File: src/design/assert_macros.svh
// Assertion helpers shared by the RTL files.
// Every property is sampled on clk_i and is off while rst_ni is low.
`ifndef ASSERT_MACROS_SVH
`define ASSERT_MACROS_SVH

// General property check.
`define ASSERT_P(lbl, prop, msg) \
  lbl: assert property (@(posedge clk_i) disable iff (!rst_ni) prop) else $error(msg);

// The condition must never be true.
`define ASSERT_NEVER(lbl, cond, msg) \
  lbl: assert property (@(posedge clk_i) disable iff (!rst_ni) !(cond)) else $error(msg);

`endif

File: src/design/smc_pkg.sv
package smc_pkg;

  // Sizes
  localparam int MAX_PATTERN = 16;
  localparam int MAX_TEXT    = 65536;
  localparam int BYTE_W      = 8;
  localparam int LEN_W       = 5;
  localparam int IDX_W       = 16;
  localparam int CNT_W       = 16;
  localparam int POS_W       = $clog2(MAX_TEXT + 2);
  localparam int SEL_W       = (MAX_PATTERN > 1) ? $clog2(MAX_PATTERN) : 1;

  // Configuration port
  localparam int CFG_IDX_W  = 2;
  localparam int CFG_DATA_W = 64;
  localparam logic [CFG_IDX_W-1:0] CFG_PAT_LO  = 2'd0;
  localparam logic [CFG_IDX_W-1:0] CFG_PAT_HI  = 2'd1;
  localparam logic [CFG_IDX_W-1:0] CFG_PAT_LEN = 2'd2;

  // Result item packing
  localparam int OUT_FIELD_W = 1 + IDX_W + CNT_W + 1;
  localparam int OUT_DATA_W  = ((OUT_FIELD_W + 7) / 8) * 8;

  // One scanned byte on its way from the cell row to the accumulator
  typedef struct packed {
    logic             hit;
    logic             last;
    logic [IDX_W-1:0] start;
    logic             too_long;
  } scan_item_t;

endpackage

File: src/design/smc_cell.sv
// One pattern byte of the row: remembers whether the pattern prefix ending
// at this byte matched the text ending at the previous byte.
module smc_cell import smc_pkg::*; (
  input  logic              clk_i,
  input  logic              rst_ni,
  input  logic              shift_i,
  input  logic              clear_i,
  input  logic [BYTE_W-1:0] byte_i,
  input  logic [BYTE_W-1:0] pat_byte_i,
  input  logic              chain_i,
  output logic              hit_o,
  output logic              chain_o
);

  logic chain_q, chain_d;

  // prefix extends by one byte when the neighbor matched and this byte agrees
  assign hit_o = chain_i & (byte_i == pat_byte_i);

  always_comb begin
    chain_d = chain_q;
    if (shift_i) begin
      chain_d = clear_i ? 1'b0 : hit_o;
    end
  end

  always_ff @(posedge clk_i or negedge rst_ni) begin
    if (!rst_ni) begin
      chain_q <= 1'b0;
    end else begin
      chain_q <= chain_d;
    end
  end

  assign chain_o = chain_q;

endmodule

File: src/design/smc_accum.sv
// Per-text accumulation of match results and the result output register.
module smc_accum import smc_pkg::*; (
  input  logic                  clk_i,
  input  logic                  rst_ni,
  input  logic                  in_valid_i,
  input  scan_item_t            item_i,
  output logic                  in_ready_o,
  output logic                  m_tvalid_o,
  input  logic                  m_tready_i,
  output logic [OUT_DATA_W-1:0] m_tdata_o
);

  `include "assert_macros.svh"

  logic             found_q, found_d, found_n;
  logic [IDX_W-1:0] first_q, first_d, first_n;
  logic [CNT_W-1:0] cnt_q, cnt_d, cnt_n;
  logic             out_valid_q, out_valid_d;
  logic             out_found_q, out_found_d;
  logic [IDX_W-1:0] out_first_q, out_first_d;
  logic [CNT_W-1:0] out_cnt_q, out_cnt_d;
  logic             out_long_q, out_long_d;
  logic             go;

  // only a last item needs room in the output register
  assign in_ready_o = !item_i.last || !out_valid_q || m_tready_i;
  assign go         = in_valid_i && in_ready_o;

  // running results including this byte
  assign found_n = found_q | item_i.hit;
  assign first_n = (item_i.hit && !found_q) ? item_i.start : first_q;
  assign cnt_n   = (item_i.hit && (cnt_q != {CNT_W{1'b1}})) ? cnt_q + CNT_W'(1) : cnt_q;

  always_comb begin
    found_d     = found_q;
    first_d     = first_q;
    cnt_d       = cnt_q;
    out_valid_d = out_valid_q;
    out_found_d = out_found_q;
    out_first_d = out_first_q;
    out_cnt_d   = out_cnt_q;
    out_long_d  = out_long_q;
    if (out_valid_q && m_tready_i) begin
      out_valid_d = 1'b0;
    end
    if (go) begin
      if (item_i.last) begin
        found_d     = 1'b0;
        first_d     = '0;
        cnt_d       = '0;
        out_valid_d = 1'b1;
        out_found_d = found_n;
        out_first_d = first_n;
        out_cnt_d   = cnt_n;
        out_long_d  = item_i.too_long;
      end else begin
        found_d = found_n;
        first_d = first_n;
        cnt_d   = cnt_n;
      end
    end
  end

  always_ff @(posedge clk_i or negedge rst_ni) begin
    if (!rst_ni) begin
      found_q     <= 1'b0;
      first_q     <= '0;
      cnt_q       <= '0;
      out_valid_q <= 1'b0;
    end else begin
      found_q     <= found_d;
      first_q     <= first_d;
      cnt_q       <= cnt_d;
      out_valid_q <= out_valid_d;
    end
  end

  // result payload
  always_ff @(posedge clk_i) begin
    out_found_q <= out_found_d;
    out_first_q <= out_first_d;
    out_cnt_q   <= out_cnt_d;
    out_long_q  <= out_long_d;
  end

  assign m_tvalid_o = out_valid_q;
  assign m_tdata_o  = {{(OUT_DATA_W - OUT_FIELD_W){1'b0}},
                       out_long_q, out_cnt_q, out_first_q, out_found_q};

  // no match yet means nothing counted and no start recorded
  `ASSERT_P(a_idle_results, !found_q |-> (first_q == '0 && cnt_q == '0), "results without a match")
  // a result appears only after a last byte went through
  `ASSERT_P(a_out_after_last, $rose(out_valid_q) |-> $past(go && item_i.last), "result without last byte")
  // a first match is always counted
  `ASSERT_NEVER(a_found_uncounted, found_q && cnt_q == '0, "match flagged but count is zero")

endmodule

File: src/design/substring_match_counter.sv
// Channel   | Direction | Contents
// s_axis    | in        | tdata[7:0] text_byte, tlast last_byte
// m_axis    | out       | tdata[0] found, [16:1] first_index, [32:17] match_count,
//           |           | [33] too_long, [39:34] zero
// cfg       | in        | cfg_index_i register index, cfg_data_i write data
//
// One text byte per cycle unless the scan stage is stalled; each byte updates the row of
// compare cells in the cycle it is taken, and its result is registered in the scan stage.
// A result item leaves from the output register after the last byte of its text is taken.
// Reset clears the pattern to length 1, value zero, and all per-text state.
// A stalled result only holds up the input once a further last byte waits.
module substring_match_counter import smc_pkg::*; (
  input  logic                  clk_i,
  input  logic                  rst_ni,
  // text bytes
  input  logic                  s_axis_tvalid,
  output logic                  s_axis_tready,
  input  logic [7:0]            s_axis_tdata,  // [7:0] text_byte
  input  logic                  s_axis_tlast,
  // results
  output logic                  m_axis_tvalid,
  input  logic                  m_axis_tready,
  output logic [OUT_DATA_W-1:0] m_axis_tdata,  // found, first_index, match_count, too_long
  // configuration writes
  input  logic                  cfg_valid_i,
  output logic                  cfg_ready_o,
  input  logic [CFG_IDX_W-1:0]  cfg_index_i,
  input  logic [CFG_DATA_W-1:0] cfg_data_i
);

  `include "assert_macros.svh"

  logic [CFG_DATA_W-1:0]         pat_lo_q, pat_lo_d;
  logic [CFG_DATA_W-1:0]         pat_hi_q, pat_hi_d;
  logic [LEN_W-1:0]              pat_len_q, pat_len_d;
  logic [2*CFG_DATA_W-1:0]       pattern;
  logic [LEN_W-1:0]              eff_len;
  logic [LEN_W-1:0]              sel;
  logic [MAX_PATTERN-1:0]        hit_vec;
  logic [MAX_PATTERN-1:0]        chain_q;
  logic [MAX_PATTERN-1:0]        chain_in;
  logic [POS_W-1:0]              pos_q, pos_d;
  logic [POS_W-1:0]              start_full;
  logic                          accept;
  logic                          s1_valid_q, s1_valid_d;
  scan_item_t                    s1_item_q, s1_item_d;
  logic                          s1_ready;
  logic                          s1_go;

  // configuration registers
  assign cfg_ready_o = 1'b1;

  always_comb begin
    pat_lo_d  = pat_lo_q;
    pat_hi_d  = pat_hi_q;
    pat_len_d = pat_len_q;
    if (cfg_valid_i) begin
      unique case (cfg_index_i)
        CFG_PAT_LO:  pat_lo_d  = cfg_data_i;
        CFG_PAT_HI:  pat_hi_d  = cfg_data_i;
        CFG_PAT_LEN: pat_len_d = cfg_data_i[LEN_W-1:0];
        default: ;
      endcase
    end
  end

  always_ff @(posedge clk_i or negedge rst_ni) begin
    if (!rst_ni) begin
      pat_lo_q  <= '0;
      pat_hi_q  <= '0;
      pat_len_q <= LEN_W'(1);
    end else begin
      pat_lo_q  <= pat_lo_d;
      pat_hi_q  <= pat_hi_d;
      pat_len_q <= pat_len_d;
    end
  end

  assign pattern = {pat_hi_q, pat_lo_q};

  // length zero acts as one, anything beyond the row as the full row
  always_comb begin
    if (pat_len_q == '0) begin
      eff_len = LEN_W'(1);
    end else if (pat_len_q > LEN_W'(MAX_PATTERN)) begin
      eff_len = LEN_W'(MAX_PATTERN);
    end else begin
      eff_len = pat_len_q;
    end
  end

  assign sel    = eff_len - LEN_W'(1);
  assign accept = s_axis_tvalid && s_axis_tready;

  // row of compare cells, cell j tracks pattern bytes 0..j
  assign chain_in[0] = 1'b1;
  for (genvar j = 0; j < MAX_PATTERN; j++) begin : g_cell
    if (j > 0) begin : g_link
      assign chain_in[j] = chain_q[j-1];
    end
    smc_cell u_cell (
      .clk_i      (clk_i),
      .rst_ni     (rst_ni),
      .shift_i    (accept),
      .clear_i    (s_axis_tlast),
      .byte_i     (s_axis_tdata),
      .pat_byte_i (pattern[j*BYTE_W +: BYTE_W]),
      .chain_i    (chain_in[j]),
      .hit_o      (hit_vec[j]),
      .chain_o    (chain_q[j])
    );
  end

  // byte position within the text, saturating just past the limit
  always_comb begin
    pos_d = pos_q;
    if (accept) begin
      if (s_axis_tlast) begin
        pos_d = '0;
      end else if (pos_q < POS_W'(MAX_TEXT + 1)) begin
        pos_d = pos_q + POS_W'(1);
      end
    end
  end

  always_ff @(posedge clk_i or negedge rst_ni) begin
    if (!rst_ni) begin
      pos_q <= '0;
    end else begin
      pos_q <= pos_d;
    end
  end

  assign start_full = pos_q - POS_W'(eff_len) + POS_W'(1);

  // scan stage register between the cells and the accumulator
  assign s1_go         = s1_valid_q && s1_ready;
  assign s_axis_tready = !s1_valid_q || s1_ready;

  always_comb begin
    s1_item_d          = s1_item_q;
    s1_item_d.hit      = hit_vec[sel[SEL_W-1:0]];
    s1_item_d.last     = s_axis_tlast;
    s1_item_d.start    = start_full[IDX_W-1:0];
    s1_item_d.too_long = (pos_q >= POS_W'(MAX_TEXT));
    if (accept) begin
      s1_valid_d = 1'b1;
    end else if (s1_go) begin
      s1_valid_d = 1'b0;
    end else begin
      s1_valid_d = s1_valid_q;
    end
  end

  always_ff @(posedge clk_i or negedge rst_ni) begin
    if (!rst_ni) begin
      s1_valid_q <= 1'b0;
    end else begin
      s1_valid_q <= s1_valid_d;
    end
  end

  always_ff @(posedge clk_i) begin
    if (accept) begin
      s1_item_q <= s1_item_d;
    end
  end

  smc_accum u_accum (
    .clk_i      (clk_i),
    .rst_ni     (rst_ni),
    .in_valid_i (s1_valid_q),
    .item_i     (s1_item_q),
    .in_ready_o (s1_ready),
    .m_tvalid_o (m_axis_tvalid),
    .m_tready_i (m_axis_tready),
    .m_tdata_o  (m_axis_tdata)
  );

  // a finished text leaves no partial match and no position behind
  `ASSERT_P(a_text_cleared, (accept && s_axis_tlast) |=> (chain_q == '0 && pos_q == '0), "text state not cleared")
  // a byte is never taken while the scan stage is stuck
  `ASSERT_NEVER(a_no_overrun, accept && s1_valid_q && !s1_go, "scan stage overwritten")

endmodule

File: config.mk
export PLATFORM = sky130hd
export DESIGN_NAME = substring_match_counter
export DESIGN_NICKNAME = d
export VERILOG_FILES = /design/src/design/smc_pkg.sv /design/src/design/smc_cell.sv /design/src/design/smc_accum.sv /design/src/design/substring_match_counter.sv
export VERILOG_INCLUDE_DIRS = /design/src /design/src/design
export SDC_FILE = /design/constraint.sdc
export NUM_CORES = 1
export LEC_CHECK = 0
export BUFFER_PORTS_ARGS = -buffer_cell sky130_fd_sc_hd__buf_2
export CAP_MARGIN = 40
export CORE_MARGIN = 5
export CORE_UTILIZATION = 45
export CTS_BUF_LIST = sky130_fd_sc_hd__clkbuf_2 sky130_fd_sc_hd__clkbuf_4 sky130_fd_sc_hd__clkbuf_8
export DETAILED_ROUTE_END_ITERATION = 8
export PLACE_DENSITY = 0.7
export SYNTH_ARGS = -nofsm -noshare
export SYNTH_HDL_FRONTEND = slang
export SYNTH_SLANG_ARGS = --single-unit
export TNS_END_PERCENT = 100
File: constraint.sdc
create_clock -name clk_i -period 3.42 [get_ports clk_i]
set_clock_uncertainty 0.05 [all_clocks]
set_input_delay 0.171 -clock clk_i [delete_from_list [all_inputs] [get_ports clk_i]]
set_output_delay 0.171 -clock clk_i [all_outputs]
set_load 0.01 [all_outputs]
# ---- Word-level counts from Yosys, hierarchy flattened
# Index checks and enable logic that the tools add are counted.
# W data, S select, Z words.
dict set report op_classes {
  addsub 5
  n_lt_le_gt_ge 4
  eq_ne 19
  mux 31
  bitwise 16
  n_reduce_logical 21
}
# cell n
set op_table {}
lappend op_table {{$eq A8 B8 Y1} 16}
lappend op_table {{$mux W16} 4}
lappend op_table {{$mux W17} 2}
lappend op_table {{$add A16 B1 Y16 const B} 2}
lappend op_table {{$mux W1} 22}
lappend op_table {{$add A17 B1 Y17 const B} 1}
lappend op_table {{$ge A17 B17 Y1 const B} 1}
lappend op_table {{$lt A17 B17 Y1 const B} 1}
lappend op_table {{$ne A16 B16 Y1 const B} 1}
lappend op_table {{$sub A16 B5 Y16} 1}
lappend op_table {{$and A1 B1 Y1} 15}
lappend op_table {{$mux W5} 2}
lappend op_table {{$reduce_and A2 Y1} 5}
lappend op_table {{$gt A5 B5 Y1 const B} 1}
lappend op_table {{$logic_and A1 B1 Y1} 5}
lappend op_table {{$logic_not A5 Y1} 1}
lappend op_table {{$lt A4 B5 Y1 const B} 1}
lappend op_table {{$bmux W1 S4} 1}
lappend op_table {{$logic_not A1 Y1} 4}
lappend op_table {{$reduce_bool A2 Y1} 2}
lappend op_table {{$sub A4 B1 Y4 const B} 1}
lappend op_table {{$logic_or A1 B1 Y1} 3}
lappend op_table {{$eq A2 B1 Y1 const B} 1}
lappend op_table {{$eq A2 B2 Y1 const B} 1}
lappend op_table {{2 further kinds} 2}
dict set report word_totals {
  regBits 253
  input_bits 80
  output_inout_bits 43
  elab_cells 128
}

# ---- Depth between registers and ports, before layout
dict set report logic_depth {
  depth_word 6
  mapped_depth 13
  mapped_depth_nobuf 13
}

# ---- Cells and area by module
# A second synthesis with hierarchy kept.
dict set report hier_totals {
  hier_cells 1107
  hier_area_um2 13257.7
}
# mod n_inst cells_per_inst area_each_um2 seq_area_each_um2
set modules_own_cells {}
lappend modules_own_cells {substring_match_counter 1 558 7682.4 4350.4}
lappend modules_own_cells {smc_accum 1 293 3333.2 1871.8}
lappend modules_own_cells {smc_cell 16 16 140.1 25.0}

# ---- Worst setup path after synthesis
# Ideal clock, no wire load.
dict set report synth_timing {
  path_kind {register to register}
  startpoint {register pat_len_q[3]}
  endpoint {register s1_item_q[14] in the netlist's numbering (data pin)}
  t_arrival_ns 2.849
  required_ns 3.082
  path_slack_ns 0.233
  stages_incl_launch_ff 13
  path_cell_list {dfrtp_1 nor3_1 o21a_1 inv_1 ha_1 ha_1 fa_1 a21o_1 a21oi_1 o21bai_1 a2111oi_0 or2_2 o311ai_0}
}
# element line_no
set synth_lines {}
lappend synth_lines {{start: declaration} substring_match_counter.sv:35} ;# logic [LEN_W-1:0] pat_len_q, pat_len_d;
lappend synth_lines {{start signal: assignment} substring_match_counter.sv:75} ;# pat_len_q <= pat_len_d;
lappend synth_lines {{end signal: assignment} substring_match_counter.sv:165} ;# s1_item_q <= s1_item_d;
lappend synth_lines {{end: declaration} substring_match_counter.sv:46} ;# scan_item_t s1_item_q, s1_item_d;

==> run_results.csv <==
group,metric,value,unit
status,status,"complete, no violations",
global_routing,antenna_found_initial,0,
cells_and_area,fin_nets,1457,
routing,wl_per_cell,17.1,µm
global_routing,grt_pass1_vias,9509,
timing,hold_viol,0,
routing,vias,9213,
cells_and_area,final_cell_mix,"198 x dfrtp_1, 150 x mux2_2, 124 x xnor2_1",
cells_and_area,drive_gt1_share,28.5,%
global_routing,grt_pass1_wl,49200,µm
worst_setup_path,worstSetupStartpointType,"flop",
cts,cts.sinks,253,
global_routing,track_usage,18.0,%
power,ir_worst_vdd,0.427,mV
power,power.share.clock,35.3,%
power,power_leakage,6.70,nW
worst_setup_path,timing_worst_setup_path_type,"flop to flop",
timing,min_period,3.21,ns
placed_design,dp_hpwl,20400,µm
routing,routed_wl,29900,µm
timing,final_max_slew_viol_count,0,
worst_setup_path,end_kind,"flop",
power,totalPowerFinal,0.00908,W
worst_setup_path,crit_chain,"inv_2, nand2_1, inv_1, ha_1, inv_1, ha_1, fa_2, a21o_1, a21oi_2, o21bai_1, a2111oi_2, buf_4, or2_2, o311ai_0",
worst_setup_path,critPathTopFamily,"compound AO/OA/AOI/OAI gates",
cells_and_area,multi_input_area,6150,µm²
worst_setup_path,crit_fanout,6,
synthesis,synth-seq-cells,253,
cts,clockBufferDepth,3,
timing,period_share,94.0,%
cells_and_area,fill_cells,2455,
power,swShare,27.2,%
power,p_comb_share,20.9,%
synthesis,async_reset_ff_share,79.1,%
synthesis,synthFlopType,"dfrtp_1",
synthesis,synth_top_area_share,37.9,%
worst_setup_path,crit_required,3.62,ns
timing,slew_headroom,46.7,%
synthesis,yosysTopAreaCell,"dfrtp_1",
synthesis,syn_area_per_cell,11.6,µm²
global_routing,grt_overflow,0,
cts,cts_setup_buffers,0,
floorplan,die_w,181,µm
routing,dr.first_iter.drc_count,543,
timing,fmax,0.311,GHz
power,internal-power,0.00661,W
cells_and_area,regArea,6600,µm²
floorplan,start_util,45.7,%
timing,worstMarginPinSlew,0.779,ns
floorplan,ioPinCount,123,
power,power_density,571,nW/µm²
synthesis,synth-edff-count,53,
power,p_seq_share,43.8,%
cells_and_area,num_antenna_cells,0,
synthesis,synth.area.top_cells,"dfrtp_1 38%, mux2_2 13%, edfxtp_1 12%",
worst_setup_path,slowest_stage,"dfrtp_1",
routing,route.detailed.drc,0,
synthesis,ys.warnings.count,0,
worst_setup_path,cpPeakStageDelay,0.43,ns
placed_design,place_congestion,0.812,
timing,setup-tns-final,0,ns
global_routing,grt_max_degree,82,
cells_and_area,area_growth,20.8,%
cts,ctsHtreeMaxLevel,2,
cts,cts_buffers,45,
cells_and_area,layout_commonest_cell,"dfrtp_1",
floorplan,row_count,62,
placed_design,portBuffers,115,
cts,clock_latency,0.56,ns
run,cap_violations,0,
floorplan,die-area,32800,µm²
floorplan,fp.dieH,181,µm
floorplan,core_area,28800,µm²
routing,via_per_inst,5.27,
synthesis,syn-instance-count,1137,
min_path,holdCritPathClass,"primary input to flop",
timing,setup_viol,0,
power,p_sw,0.00247,W
routing,drtAntennaViolNets,0,
timing,grt_setup_unrepaired,"no",
routing,drtPass1Iterations,7,
cts,cts_tree,"yes",
synthesis,synth_area,13200,µm²
worst_setup_path,arrival,3.41,ns
cts,clk_pin_slew_worst_paths,0.06,ns
synthesis,seq_area_frac_synth,50.1,%
synthesis,synth_cell_type_count,67,
worst_setup_path,critPathBufInv,4,
cts,ctsRootBufferMaster,"clkbuf_8",
## sequential cells by signal, summed over array words and instances (netlist names), 16 cells and up
signal / count
pos_q: 17
u_accum.cnt_q: 16
u_accum.out_cnt_q: 16
u_accum.out_first_q: 16
pat_lo_q: 64
pat_hi_q: 64
u_accum.first_q: 16
s1_item_q: 19
## path summary, 6_finish.rpt
| kind | from | cells past startpoint | slack [ns] | to |
|---|---|---|---|---|
| min in group asynchronous | rst_ni | 2 | 0.17 | u_accum.first_q[13]$_DFFE_PN0P_ |
| max in group asynchronous | rst_ni | 3 | 2.14 | pat_len_q[0]$_DFFE_PN1P_ |
| max reg2reg | pat_len_q[4]$_DFFE_PN0P_ | 14 | 0.21 | s1_item_q[14]$_DFFE_PP_ |
| max | pat_len_q[4]$_DFFE_PN0P_ | 14 | 0.21 | s1_item_q[14]$_DFFE_PP_ |
| min | cfg_valid_i | 3 | 0.15 | pat_len_q[4]$_DFFE_PN0P_ |
| min reg2reg | s1_item_q[0]$_DFFE_PP_ | 0 | 0.41 | u_accum.out_long_q$_DFFE_PP_ |
## worst min-delay path: stages
cell and delay, ns:
buf_2 0.11, nand3b_1 0.23, mux2_2 0.20
## cell families (layout without fill, tap and decap cells)
| logic type | Yosys count | after routing | share of synthesized area, % |
|---|---|---|---|
| adders and majority gates | 46 | 46 | 4.43 |
| and+or+nand+nor | 287 | 287 | 11.1 |
| muxes | 155 | 155 | 13.2 |
| other | 2 | 7 | 0.0571 |
| xor gates and xnor gates | 152 | 152 | 10.1 |
| AOI/OAI and AO/OA | 142 | 142 | 7.54 |
| buffers and inverters | 100 | 322 | 3.41 |
| DFF | 253 | 253 | 50.1 |
## power by group through the flow
stage	registers (W)	clock network, W	logic (W)
after floorplan	0.00397	0	0.00134
after global placement	0.00400	0	0.00177
after detailed placement	0.00403	0	0.00181
after CTS	0.00398	0.00329	0.00190
after global routing	0.00404	0.00342	0.00211
final	0.00398	0.00320	0.00190
## Yosys cell counts, types with 3 or more instances
library cell	number
a21o_1	5
mux2_2	150
o21a_1	3
inv_1	36
o21bai_1	5
nor2_1	22
or3_1	8
o21ai_0	42
buf_4	9
xnor2_1	124
buf_1	3
and2_1	4
nand2_1	101
mux2i_1	5
a22o_1	8
clkbuf_1	33
nand3_1	47
a211oi_1	3
or4_1	6
nand2b_1	11
o311ai_0	6
nor3_1	24
nand3b_1	4
o22ai_1	5
ha_1	45
dfrtp_1	199
buf_2	16
a21oi_1	18
o31ai_1	19
edfxtp_1	53
nand4_1	23
nor4_1	13
a31oi_1	4
xor2_1	28
nor3b_1	3
and3_1	6
a2111oi_0	5
## stage by stage
step | setup slack (ns) | hold WS [ns] | instance area (µm²) | util, % | instances
CTS | 0.0125 | 0.136 | 15900 | 55.2 | 1748
finish | 0.206 | 0.148 | 15900 | 55.2 | 1748
floorplan | 0.233 | -0.175 | 13200 | - | 1142
global placement | -0.0964 | 0.211 | 14100 | 49.0 | 1598
global route | 0.00575 | 0.146 | 15900 | 55.2 | 1748
detailed placement | -0.166 | 0.214 | 14100 | 49.2 | 1600
## layer usage
metal	global-route usage (%)	part of all wire (%)	vias to the layer above
li1	-	-	4424
met1	23.1	43	4512
met2	31.4	50	223
met3	3.40	5.0	54
met4	4.89	2.1	0
met5	0	0	-
## area by class of cell
| cell class | count | share of cell area [%] |
|---|---|---|
| Clock buffer | 66 | 5.24 |
| Clock inverter | 14 | 1.31 |
| Inverter | 37 | 0.874 |
| Multi-Input combinational cell | 789 | 38.7 |
| Sequential cell | 253 | 41.5 |
| Tap cell | 384 | 3.02 |
| Timing Repair Buffer | 205 | 9.28 |
## repair_timing
| item | 4_1_cts | 5_1_grt |
|---|---|---|
| hold endpoints to repair | 216 | 0 |
| hold buffers | 68 | 0 |
| endpoints found under the setup margin | 3 | 3 |
| resized for setup | 2 | 5 |
| pin swaps | 0 | 1 |
Power figures use the tool's default switching activity.
